`src/hw/rtl/jrd_pkg.sv`:
```
// Package for the radial deadzone joystick block.
// Holds sizes, reset values, direction and register codes, the sequencer
// states and the CORDIC arctangent table. No dependencies.
package jrd_pkg;

   localparam int STICK_COUNT = 2;

   localparam logic [14:0] LEFT_DZ_RESET  = 15'd7849;
   localparam logic [14:0] RIGHT_DZ_RESET = 15'd8689;
   localparam logic [14:0] MAG_MAX        = 15'd32767;
   localparam logic [23:0] MAG_CLAMP      = 24'd8388352;   // 32767 in Q.8
   localparam logic [16:0] NORM_SAT       = 17'd16385;
   localparam logic [16:0] LEN_MAX        = 17'd32768;
   localparam logic signed [17:0] ANG_PI       = 18'sd32768;
   localparam logic signed [17:0] ANG_NEG_LIM  = -18'sd32767;
   localparam logic signed [17:0] ANG_HALF_PI  = 18'sd16384;

   localparam logic [4:0] SQRT_STEPS = 5'd24;
   localparam logic [4:0] DIV_STEPS  = 5'd17;
   localparam logic [4:0] CORD_STEPS = 5'd15;

   typedef enum logic [2:0] {
      DIR_CENTER = 3'd0,
      DIR_UP     = 3'd1,
      DIR_DOWN   = 3'd2,
      DIR_LEFT   = 3'd3,
      DIR_RIGHT  = 3'd4
   } dir_type;

   localparam logic REG_LEFT_DZ  = 1'b0;
   localparam logic REG_RIGHT_DZ = 1'b1;

   typedef enum logic [10:0] {
      ST_IDLE = 11'b00000000001,
      ST_MULX = 11'b00000000010,
      ST_MULY = 11'b00000000100,
      ST_MULD = 11'b00000001000,
      ST_CMP  = 11'b00000010000,
      ST_SQRT = 11'b00000100000,
      ST_DIVX = 11'b00001000000,
      ST_DIVY = 11'b00010000000,
      ST_DIVL = 11'b00100000000,
      ST_CORD = 11'b01000000000,
      ST_DONE = 11'b10000000000
   } state_type;

   // atan(2^-i) in units of pi/32768
   function automatic logic [13:0] atan_lut(input logic [3:0] i);
      logic [13:0] v;
      unique case (i)
         4'd0:    v = 14'd8192;
         4'd1:    v = 14'd4836;
         4'd2:    v = 14'd2555;
         4'd3:    v = 14'd1297;
         4'd4:    v = 14'd651;
         4'd5:    v = 14'd326;
         4'd6:    v = 14'd163;
         4'd7:    v = 14'd81;
         4'd8:    v = 14'd41;
         4'd9:    v = 14'd20;
         4'd10:   v = 14'd10;
         4'd11:   v = 14'd5;
         4'd12:   v = 14'd3;
         4'd13:   v = 14'd1;
         4'd14:   v = 14'd1;
         default: v = 14'd0;
      endcase
      return v;
   endfunction

endpackage

```
`src/hw/rtl/joystick_radial_deadzone.sv`:
```
// Radial deadzone joystick normalizer, top level.
// Uses jrd_pkg. One 17x17 multiplier, one shared subtract/compare unit
// (square root and divisions) and a CORDIC datapath under one sequencer.
//
//  channel | dir | handshake              | payload
//  --------+-----+------------------------+---------------------------------
//  req     | in  | req_tvalid/req_tready  | tdata x_pos,y_pos; tuser stick
//  rsp     | out | rsp_tvalid/rsp_tready  | tdata 104 bits, fields below
//  csr     | in  | csr_valid/csr_ready    | csr_index, csr_data (15 bits)
//
// An item goes through 3 multiplies, 1 compare, 24 square root steps,
// 3 x 17 divide steps (the length divide is skipped at deadzone 32767) and
// 15 CORDIC steps, one after another. An item inside the deadzone
// finishes after the compare. req_tready is high only in idle. A finished
// beat waits in the output register; the next beat can be accepted
// meanwhile and stalls at its end only if the previous result is not taken.
// Reset is synchronous: deadzones return to their reset values, every
// stick's last direction to center, the sequencer to idle.
module joystick_radial_deadzone
   import jrd_pkg::*;
(
   input  logic         clock,
   input  logic         reset,
   input  logic         req_tvalid,
   output logic         req_tready,
   input  logic [31:0]  req_tdata,   // x_pos[15:0], y_pos[31:16]
   input  logic         req_tuser,   // stick_select
   output logic         rsp_tvalid,
   input  logic         rsp_tready,
   // x_out[15:0], y_out[31:16], norm_x[47:32], norm_y[63:48],
   // scaled_length[79:64], stick_angle[96:80], direction[99:97],
   // direction_changed[100], zero pad[103:101]
   output logic [103:0] rsp_tdata,
   input  logic         csr_valid,
   output logic         csr_ready,
   input  logic         csr_index,
   input  logic [14:0]  csr_data
);

   state_type state_ff, state_in;
   logic [4:0]  cnt_ff, cnt_in;
   logic        sel_ff, sel_in;
   logic signed [15:0] x_ff, x_in, y_ff, y_in;
   logic signed [33:0] prod_ff, prod_in;
   logic [31:0] ss_ff, ss_in;
   logic [47:0] rad_ff, rad_in;
   logic [26:0] rem_ff, rem_in;
   logic [23:0] q_ff, q_in;
   logic [23:0] div_ff, div_in;
   logic [16:0] nsh_ff, nsh_in;
   logic [23:0] mag_ff, mag_in;
   logic [15:0] nx_ff, nx_in, ny_ff, ny_in, len_ff, len_in;
   logic signed [32:0] cx_ff, cx_in, cy_ff, cy_in;
   logic signed [17:0] cz_ff, cz_in;
   logic [2:0]  dir_ff, dir_in;
   logic        out_ff, out_in;
   logic [2:0]  last_dir_ff [STICK_COUNT];
   logic [14:0] left_dz_ff, right_dz_ff;
   logic        rsp_valid_ff;
   logic [103:0] rsp_data_ff;

   // operand views
   logic [14:0] dz;
   logic signed [16:0] xs, ys, nxs, nys;
   logic [16:0] ax, ay;
   logic signed [16:0] mul_a, mul_b;
   logic signed [33:0] prod;
   logic [26:0] sub_a, sub_b;
   logic [27:0] diff;
   logic        ge;
   logic [23:0] q_step;
   logic [26:0] rem_step;
   logic [23:0] mag_clamped;
   logic [23:0] dz_q8, d_len;
   logic [14:0] len_div;
   logic [2:0]  dir_calc;
   logic signed [32:0] cx0, cy0, dxs, dys;
   logic signed [17:0] cz0, cz_step;
   logic [13:0] atan_v;
   logic signed [17:0] angle;
   logic [15:0] norm_res;
   logic [16:0] len_res;
   logic        take_out;
   logic        chg;

   function automatic logic [15:0] norm_finish(input logic [16:0] q, input logic neg);
      logic [16:0] r;
      r = (q + 17'd1) >> 1;
      if (r > NORM_SAT) r = NORM_SAT;
      return neg ? (16'd0 - r[15:0]) : r[15:0];
   endfunction

   assign dz  = sel_ff ? right_dz_ff : left_dz_ff;
   assign xs  = {x_ff[15], x_ff};
   assign ys  = {y_ff[15], y_ff};
   assign nxs = -xs;
   assign nys = -ys;
   assign ax  = x_ff[15] ? nxs : xs;
   assign ay  = y_ff[15] ? nys : ys;

   // sector with the 45 and 135 degree boundaries as specified
   always_comb begin
      priority if (ys > 0 && ys >= xs && ys > nxs)      dir_calc = DIR_UP;
      else if (ys < 0 && nys > xs && ys <= xs)          dir_calc = DIR_DOWN;
      else if (xs < 0 && ((ys >= 0 && ys <= nxs) || (ys < 0 && ys > xs)))
                                                        dir_calc = DIR_LEFT;
      else                                              dir_calc = DIR_RIGHT;
   end

   // shared multiplier
   always_comb begin
      unique case (1'b1)
         state_ff[2]: begin mul_a = ys; mul_b = ys; end
         state_ff[3]: begin mul_a = {2'b00, dz}; mul_b = {2'b00, dz}; end
         default:     begin mul_a = xs; mul_b = xs; end
      endcase
   end
   assign prod = mul_a * mul_b;

   // shared subtract/compare: square root trial or restoring divide step
   always_comb begin
      if (state_ff == ST_SQRT) begin
         sub_a = {rem_ff[24:0], rad_ff[47:46]};
         sub_b = {1'b0, q_ff, 2'b01};
      end else begin
         sub_a = {2'b00, rem_ff[23:0], nsh_ff[16]};
         sub_b = {3'b000, div_ff};
      end
   end
   assign diff     = {1'b0, sub_a} - {1'b0, sub_b};
   assign ge       = ~diff[27];
   assign q_step   = {q_ff[22:0], ge};
   assign rem_step = ge ? diff[26:0] : sub_a;

   assign mag_clamped = (q_step > MAG_CLAMP) ? MAG_CLAMP : q_step;
   assign dz_q8   = {1'b0, dz, 8'd0};
   assign d_len   = mag_ff - dz_q8;
   assign len_div = MAG_MAX - dz;

   assign norm_res = norm_finish(q_step[16:0], (state_ff == ST_DIVX) ? x_ff[15] : y_ff[15]);
   assign len_res  = ((q_step[16:0] + 17'd1) >> 1) > LEN_MAX ? LEN_MAX
                   : ((q_step[16:0] + 17'd1) >> 1);

   // CORDIC: quadrant reduction, then one micro-rotation per cycle
   always_comb begin
      if (x_ff[15]) begin
         if (ys > 0) begin
            cx0 = 33'(ys) <<< 14; cy0 = 33'(nxs) <<< 14; cz0 = ANG_HALF_PI;
         end else begin
            cx0 = 33'(nys) <<< 14; cy0 = 33'(xs) <<< 14; cz0 = -ANG_HALF_PI;
         end
      end else begin
         cx0 = 33'(xs) <<< 14; cy0 = 33'(ys) <<< 14; cz0 = 18'sd0;
      end
   end
   assign dxs    = cy_ff >>> cnt_ff[3:0];
   assign dys    = cx_ff >>> cnt_ff[3:0];
   assign atan_v = atan_lut(cnt_ff[3:0]);
   assign cz_step = (cy_ff > 0) ? cz_ff + $signed({4'd0, atan_v})
                                : cz_ff - $signed({4'd0, atan_v});

   // exact on the axes, clamped elsewhere
   always_comb begin
      priority if (y_ff == 16'sd0) angle = (x_ff > 16'sd0) ? 18'sd0 : ANG_PI;
      else if (x_ff == 16'sd0)     angle = (y_ff > 16'sd0) ? ANG_HALF_PI : -ANG_HALF_PI;
      else if (cz_ff > ANG_PI)     angle = ANG_PI;
      else if (cz_ff < ANG_NEG_LIM) angle = ANG_NEG_LIM;
      else                         angle = cz_ff;
   end

   assign take_out = (state_ff == ST_DONE) && (!rsp_valid_ff || rsp_tready);
   assign chg      = (dir_ff != last_dir_ff[sel_ff]);

   // sequencer
   always_comb begin
      state_in = state_ff; cnt_in = cnt_ff; sel_in = sel_ff;
      x_in = x_ff; y_in = y_ff; prod_in = prod_ff; ss_in = ss_ff;
      rad_in = rad_ff; rem_in = rem_ff; q_in = q_ff; div_in = div_ff;
      nsh_in = nsh_ff; mag_in = mag_ff; nx_in = nx_ff; ny_in = ny_ff;
      len_in = len_ff; cx_in = cx_ff; cy_in = cy_ff; cz_in = cz_ff;
      dir_in = dir_ff; out_in = out_ff;
      unique case (state_ff)
         ST_IDLE: begin
            if (req_tvalid) begin
               x_in = req_tdata[15:0];
               y_in = req_tdata[31:16];
               sel_in = req_tuser;
               state_in = ST_MULX;
            end
         end
         ST_MULX: begin
            prod_in = prod;
            state_in = ST_MULY;
         end
         ST_MULY: begin
            ss_in = prod_ff[31:0];
            prod_in = prod;
            state_in = ST_MULD;
         end
         ST_MULD: begin
            ss_in = ss_ff + prod_ff[31:0];
            prod_in = prod;
            state_in = ST_CMP;
         end
         ST_CMP: begin
            out_in = ss_ff > prod_ff[31:0];
            dir_in = out_in ? dir_calc : DIR_CENTER;
            rad_in = {ss_ff, 16'd0};
            rem_in = '0;
            q_in = '0;
            cnt_in = '0;
            state_in = out_in ? ST_SQRT : ST_DONE;
         end
         ST_SQRT: begin
            rad_in = rad_ff << 2;
            rem_in = rem_step;
            q_in = q_step;
            cnt_in = cnt_ff + 5'd1;
            if (cnt_ff == SQRT_STEPS - 5'd1) begin
               mag_in = mag_clamped;
               div_in = mag_clamped;
               rem_in = {4'd0, ax, 6'd0};
               q_in = '0;
               nsh_in = '0;
               cnt_in = '0;
               state_in = ST_DIVX;
            end
         end
         ST_DIVX, ST_DIVY: begin
            rem_in = rem_step;
            q_in = q_step;
            nsh_in = nsh_ff << 1;
            cnt_in = cnt_ff + 5'd1;
            if (cnt_ff == DIV_STEPS - 5'd1) begin
               q_in = '0;
               cnt_in = '0;
               if (state_ff == ST_DIVX) begin
                  nx_in = norm_res;
                  rem_in = {4'd0, ay, 6'd0};
                  nsh_in = '0;
                  state_in = ST_DIVY;
               end else begin
                  ny_in = norm_res;
                  div_in = {9'd0, len_div};
                  rem_in = {13'd0, d_len[22:9]};
                  nsh_in = {d_len[8:0], 8'd0};
                  if (len_div == 15'd0) begin
                     len_in = LEN_MAX[15:0];
                     cx_in = cx0; cy_in = cy0; cz_in = cz0;
                     state_in = ST_CORD;
                  end else begin
                     state_in = ST_DIVL;
                  end
               end
            end
         end
         ST_DIVL: begin
            rem_in = rem_step;
            q_in = q_step;
            nsh_in = nsh_ff << 1;
            cnt_in = cnt_ff + 5'd1;
            if (cnt_ff == DIV_STEPS - 5'd1) begin
               len_in = len_res[15:0];
               cnt_in = '0;
               cx_in = cx0; cy_in = cy0; cz_in = cz0;
               state_in = ST_CORD;
            end
         end
         ST_CORD: begin
            if (cy_ff > 0) begin
               cx_in = cx_ff + dxs; cy_in = cy_ff - dys;
            end else begin
               cx_in = cx_ff - dxs; cy_in = cy_ff + dys;
            end
            cz_in = cz_step;
            cnt_in = cnt_ff + 5'd1;
            if (cnt_ff == CORD_STEPS - 5'd1) state_in = ST_DONE;
         end
         ST_DONE: begin
            if (take_out) state_in = ST_IDLE;
         end
         default: state_in = ST_IDLE;
      endcase
   end

   always_ff @(posedge clock) begin
      if (reset) begin
         state_ff <= ST_IDLE;
         rsp_valid_ff <= 1'b0;
         left_dz_ff <= LEFT_DZ_RESET;
         right_dz_ff <= RIGHT_DZ_RESET;
         for (int i = 0; i < STICK_COUNT; i++) last_dir_ff[i] <= DIR_CENTER;
      end else begin
         state_ff <= state_in;
         if (take_out) begin
            rsp_valid_ff <= 1'b1;
            last_dir_ff[sel_ff] <= dir_ff;
         end else if (rsp_tready) begin
            rsp_valid_ff <= 1'b0;
         end
         if (csr_valid) begin
            unique case (csr_index)
               REG_LEFT_DZ:  left_dz_ff <= csr_data;
               REG_RIGHT_DZ: right_dz_ff <= csr_data;
               default:      ;
            endcase
         end
      end
   end

   always_ff @(posedge clock) begin
      cnt_ff <= cnt_in; sel_ff <= sel_in; x_ff <= x_in; y_ff <= y_in;
      prod_ff <= prod_in; ss_ff <= ss_in; rad_ff <= rad_in; rem_ff <= rem_in;
      q_ff <= q_in; div_ff <= div_in; nsh_ff <= nsh_in; mag_ff <= mag_in;
      nx_ff <= nx_in; ny_ff <= ny_in; len_ff <= len_in;
      cx_ff <= cx_in; cy_ff <= cy_in; cz_ff <= cz_in;
      dir_ff <= dir_in; out_ff <= out_in;
      if (take_out) begin
         if (out_ff)
            rsp_data_ff <= {3'd0, chg, dir_ff, angle[16:0], len_ff, ny_ff, nx_ff,
                            y_ff, x_ff};
         else
            rsp_data_ff <= {3'd0, chg, DIR_CENTER, 97'd0};
      end
   end

   assign req_tready = (state_ff == ST_IDLE);
   assign rsp_tvalid = rsp_valid_ff;
   assign rsp_tdata  = rsp_data_ff;
   assign csr_ready  = 1'b1;

endmodule

```
`config.mk`:
```
export PLATFORM = sky130hd
export DESIGN_NAME = joystick_radial_deadzone
export DESIGN_NICKNAME = d
export VERILOG_FILES = /design/src/hw/rtl/jrd_pkg.sv /design/src/hw/rtl/joystick_radial_deadzone.sv
export SDC_FILE = /design/constraint.sdc
export NUM_CORES = 2
export LEC_CHECK = 0
export BUFFER_PORTS_ARGS = -buffer_cell sky130_fd_sc_hd__buf_2
export CAP_MARGIN = 0
export CORE_ASPECT_RATIO = 1.1
export CORE_UTILIZATION = 44
export DETAILED_ROUTE_END_ITERATION = 7
export SLEW_MARGIN = 20
export SYNTH_ARGS = -nofsm -noshare
export SYNTH_HDL_FRONTEND = slang
export SYNTH_SLANG_ARGS = --single-unit
```
`constraint.sdc`:
```
create_clock -name clock -period 15.26 [get_ports clock]
set_input_delay 1.526 -clock clock [delete_from_list [all_inputs] [get_ports clock]]
set_output_delay 1.526 -clock clock [all_outputs]
set_load 0.1 [all_outputs]
```
# Word level (Yosys, flattened, before mapping)
# Memories as Yosys holds them, arrays and structs flattened. A register that Yosys moved wholly into a read port is not among the register bits.
# Index checks and enable logic that the tools add are counted.
[word_totals] n_memories=2 ramBits=6 in_bits=54 mem_bits_ro=224 register_bits=545 elab_cells=226 out_inout_bits=107
[memory_table] name="(name not given)" words=16 word_bits=14 read_ports=1 rd_clocked_by_memory_dff=1 wr=0 line="jrd_pkg.sv:50" source="unique case (i)"
[memory_table] name="last_dir_ff" words=2 word_bits=3 read_ports=1 rd_clocked_by_memory_dff=1 wr=2 line="joystick_radial_deadzone.sv:57" source="logic [2:0] last_dir_ff [STICK_COUNT];"
[op_classes] mux=92 eq_ne=23 reduce_logical=40 n_mul=1 magnitude_cmp=19 shift=2 addsub=15 n_bitwise=4
[op_table] cell="$mux W33" count=14
[op_table] cell="$pmux W33 S3" count=2
[op_table] cell="$mux W17" count=10
[op_table] cell="$mux W24" count=6
[op_table] cell="$mux W16" count=8
[op_table] cell="$mux W18" count=7
[op_table] cell="$pmux W11 S10" count=1
[op_table] cell="$pmux W25 S4" count=1
[op_table] cell="$pmux W24 S4" count=1
[op_table] cell="$pmux W48 S2" count=1
[op_table] cell="$mux W11" count=7
[op_table] cell="$mux W25" count=3
[op_table] cell="$add A33 B33 Y33" count=2
[op_table] cell="$sshr A33 B4 Y33" count=2
[op_table] cell="$sub A33 B33 Y33" count=2
[op_table] cell="$pmux W32 S2" count=1
[op_table] cell="$pmux W18 S3" count=1
[op_table] cell="$pmux W17 S3" count=1
[op_table] cell="$gt A16 B1 Y1 const B" count=3
[op_table] cell="$pmux W24 S2" count=1
[op_table] cell="$neg A16 Y17" count=2
[op_table] cell="$pmux W17 S2" count=1
[op_table] cell="$gt A33 B1 Y1 const B" count=1
[op_table] cell="$add A32 B32 Y32" count=1
[op_table] cell="other kinds (67)" count=117

# Longest topological paths before layout
[logic_depth] depth_word=9 mapped_depth=33 depth_no_buf=28

# Worst setup path before layout
# Ideal clock, no wire load.
[synth_path] path_kind="register -> register" from="register sel_ff" to="register prod_ff[31] (data pin)" setup_ns=0.259 t_arrival_ns=8.104 path_stages_with_launch=29 synth_period_minus_slack_ns=8.363 required_ns=15.001 n_path_buf=1 slack_ns=6.897 path_cell_list="edfxtp_1 clkbuf_1 mux2_2 a221oi_1 clkinv_1 nand2_1 inv_1 fa_1 inv_1 fa_1 fa_1 inv_1 fa_1 fa_1 inv_1 fa_1 inv_1 ha_1 o21a_1 o21ai_0 nor2_1 a21oi_1 a21oi_1 a41o_1 nor4b_1 nor3_1 a2111oi_0 a21oi_1 xnor2_1"
[synth_between] elab_chain_cells=3
[synth_rtl] element="start: declaration" line="joystick_radial_deadzone.sv:42" source="logic sel_ff, sel_in;"
[synth_rtl] element="start signal: assignment" line="joystick_radial_deadzone.sv:312" source="cnt_ff <= cnt_in; sel_ff <= sel_in; x_ff <= x_in; y_ff <= y_in;"
[synth_rtl] element="$mux W15" line="joystick_radial_deadzone.sv:93" source="assign dz = sel_ff ? right_dz_ff : left_dz_ff;"
[synth_rtl] element="$pmux W17 S2" line="joystick_radial_deadzone.sv:112" source="unique case (1'b1)"
[synth_rtl] element="$mul A17 B17 Y32" line="joystick_radial_deadzone.sv:118" source="assign prod = mul_a * mul_b;"
[synth_rtl] element="net prod[31]" line="joystick_radial_deadzone.sv:67" source="logic signed [33:0] prod;"
[synth_rtl] element="end signal: assignment" line="joystick_radial_deadzone.sv:313" source="prod_ff <= prod_in; ss_ff <= ss_in; rad_ff <= rad_in; rem_ff <= rem_in;"
[synth_rtl] element="end: declaration" line="joystick_radial_deadzone.sv:44" source="logic signed [33:0] prod_ff, prod_in;"
# The timed path passes the listed nets, and every way through them passes these cells.
# A chain may end at the register's enable or synchronous reset.

# Worst setup path after layout
[layout_path] from="register state_ff[3]" to="register prod_ff[31] (data pin)"
[layout_between] elab_chain_cells=2
[layout_rtl] element="start: declaration" line="joystick_radial_deadzone.sv:40" source="state_type state_ff, state_in;"
[layout_rtl] element="start signal: assignment" line="joystick_radial_deadzone.sv:294" source="state_ff <= state_in;"
[layout_rtl] element="$pmux W17 S2" line="joystick_radial_deadzone.sv:112"
[layout_rtl] element="$mul A17 B17 Y32" line="joystick_radial_deadzone.sv:118"
[layout_rtl] element="net prod[31]" line="joystick_radial_deadzone.sv:67"
# The timed path passes the listed nets, and every way through them passes these cells.

==> impl_metrics.toml <==
[status]
status = "finished clean"

[placement]
port_buffers = 156
dp_hpwl_mm = 101
routabilityCongestion = 0.929

[routing]
antenna_left = 0
drt_first_pass_iters = 6
wl_per_cell_um = 20.4
drt-total-wl_mm = 130
vias = 35600
drcViolationCount = 0
viasPerCell = 5.58
drt_iter0_drc = 2630

[setup_path]
crit_slowest_cell = "a221oi_1"
crit_top_cell = "fa_1"
path_delay_family = "adder cells"
cp-start-kind = "flop"
required_ns = 15.64
cp.arrival_ns = 9.83
path_class = "flop to flop"
cp-end-kind = "flop"
reg2regPathDepth = 26
ff2ff_setup_slack_ns = 5.81
slowest_delay_ns = 0.93
reg2reg_from = "state_ff[3]"
worstReg2RegEnd = "prod_ff[31]"
critical_path_buf_inv_count = 5
path_max_fanout = 20

[layout]
diodes = 0
area.growth.synth_to_final_pct = 9.39
nNetsFinal = 5586
drive_gt1_share_pct = 9.79

[yosys]
ys_seq_elements = 538
ys_async_sr_fraction_pct = 0
synth_cell_type_count = 90
synth_warnings = 0
synth_edf_count = 481
yosys.area.top_type = "edfxtp_1"
synth_area_sq_um = 46700
synthCells = 4864
ys_top_cells_by_count = "nand2_1 (603), inv_1 (503), edfxtp_1 (481), nor2_1 (352), ha_1 (335)"
ys_top_cells_by_area = "edfxtp_1 (31%), fa_1 (11%), ha_1 (9.0%), nand2_1 (4.8%), inv_1 (4.0%)"
synth_ff_type = "edfxtp_1"
synth_top_area_share_pct = 30.9
synth.most_common_cell = "nand2_1"
ys_seq_area_share_pct = 33.4
avgSynthCellArea_sq_um = 9.60

[worst_hold_path]
hp-class = "flop to flop"
hp-start = "right_dz_ff[1]"
hold_path_end = "right_dz_ff[1]"
hold_depth = 2

[clocking]
clk-insertion-delay-late_ns = 0.65
cts_inserted_buffers = 66
cts_hold_buf = 0
cts.sinks = 538
cts_setup_buffers = 0
path_clk_slew_ns = 0.06
htreeDepth = 3
clockBufferDepth = 3
clockRootBuffer = "clkbuf_16"
cts_tree = "done"
cts_resized = 0

[global_routing]
grt_pass1_vias = 35500
grtUsageTotal_pct = 24.4
grt_pass1_wl_mm = 203
grt_max_degree = 92
grt-ovfl-total = 0
antenna_found_initial = 11

[die]
die_area_sq_um = 107000
core-area_sq_um = 105000
row_count = 124
die_h_um = 344
initial_utilization_pct = 44.6
io_pins = 161
dieWidth_um = 313

[timing]
rsz0062_at_grt = "no"
finClkSkew_ns = 0.0304
slew_headroom_pct = 17.7
setup_violations = 0
drv_slew = 0
fin_crit_ns = 9.45
finalHoldViolCount = 0
tightestPinTransition_ns = 1.24
fin_crit_sh_pct = 61.9
max_clock_freq_ghz = 0.106
fin_tns_setup_ns = 0

[job]
maxCapViolCount = 0
stage by stage:
step | instance area [sq um] | hold slack (ns) | std cells | util [%] | worst slack, ns
after global routing | 51100 | 0.475 | 6382 | 48.8 | 5.23
after global placement | 48900 | 0.442 | 6260 | 46.7 | 5.97
final | 51100 | 0.453 | 6382 | 48.8 | 5.81
after detailed placement | 48900 | 0.447 | 6261 | 46.8 | 5.86
after floorplan | 46700 | 0.432 | 4867 | - | 6.90
after CTS | 51100 | 0.454 | 6382 | 48.8 | 5.82
cell usage in the layout (no fill, tap or decap), drive strengths merged, types with 110 or more instances in the layout:
master  netlist  final
nand2       603    603
inv         504    505
edfxtp      481    481
nor2        352    352
ha          335    335
a21oi       263    263
fa          254    254
o21ai       226    226
buf          47    220
xnor2       213    213
and2        191    191
xor2        110    110
worst register-to-register path: cells and delay by family, from the launching register on:
family          cells  cell delay (ns)
fa+ha+maj           7             3.42
compound gates      8             2.66
simple gates        5             1.15
buf+inv             5             1.02
flops               1             0.76
xor+xnor            1             0.16
worst max-delay path by stage:
stage	start	to	slack, ns	cells after the start
floorplan	sel_ff	prod_ff[31]	6.90	28
global placement	state_ff[3]	prod_ff[31]	5.97	26
detailed placement	state_ff[3]	prod_ff[31]	5.86	26
CTS	state_ff[3]	prod_ff[31]	5.82	26
global route	state_ff[3]	prod_ff[31]	5.23	26
finish	state_ff[3]	prod_ff[31]	5.81	26
kinds of logic (layout without fill, tap and decap cells):
| family | count (synthesis) | in the layout | share of synthesized area [%] |
|---|---|---|---|
| AND/OR/NAND/NOR | 1609 | 1609 | 16.4 |
| other | 2 | 5 | 0.0161 |
| AO/OA/AOI/OAI | 908 | 908 | 12.3 |
| flip-flops | 538 | 538 | 33.4 |
| multiplexers | 176 | 176 | 5.98 |
| XOR/XNOR | 323 | 323 | 6.06 |
| adder cells (fa/ha/maj) | 589 | 589 | 19.9 |
| buffers and inverters | 719 | 848 | 5.92 |
final cells by class:
type | instances | area (sq um)
tap | 1386 | 1730
clock inverter | 40 | 383
inverter | 507 | 1910
timing repair buffer | 220 | 1270
fill | 9889 | 53500
sequential | 538 | 15600
multi-input combinational | 3610 | 28400
clock buffer | 81 | 1770
flip-flops by register name (all words and copies together) (netlist names), 11 cells and up, named ones only:
name and cells:
div_ff 24, rad_ff 32, cz_ff 18, ny_ff 16, rem_ff 25, prod_ff 31, mag_ff 23, y_ff 16
state_ff 11, cx_ff 33, ss_ff 32, len_ff 16, rsp_tdata 101, right_dz_ff 15, left_dz_ff 15, nx_ff 16
x_ff 16, atan_v 14, cy_ff 33, q_ff 24
routing by layer:
metal	part of all wire, %	vias up	GRT usage [%]
met4	3.3	6	8.73
met5	0.028	-	0
met2	48	1020	40.9
li1	-	17000	-
met3	5.5	219	3.47
met1	43	17300	32.2
Power is left out: the tool's default activity adds up to more than one toggle a clock period on the data nets, which glitch-free logic cannot reach.
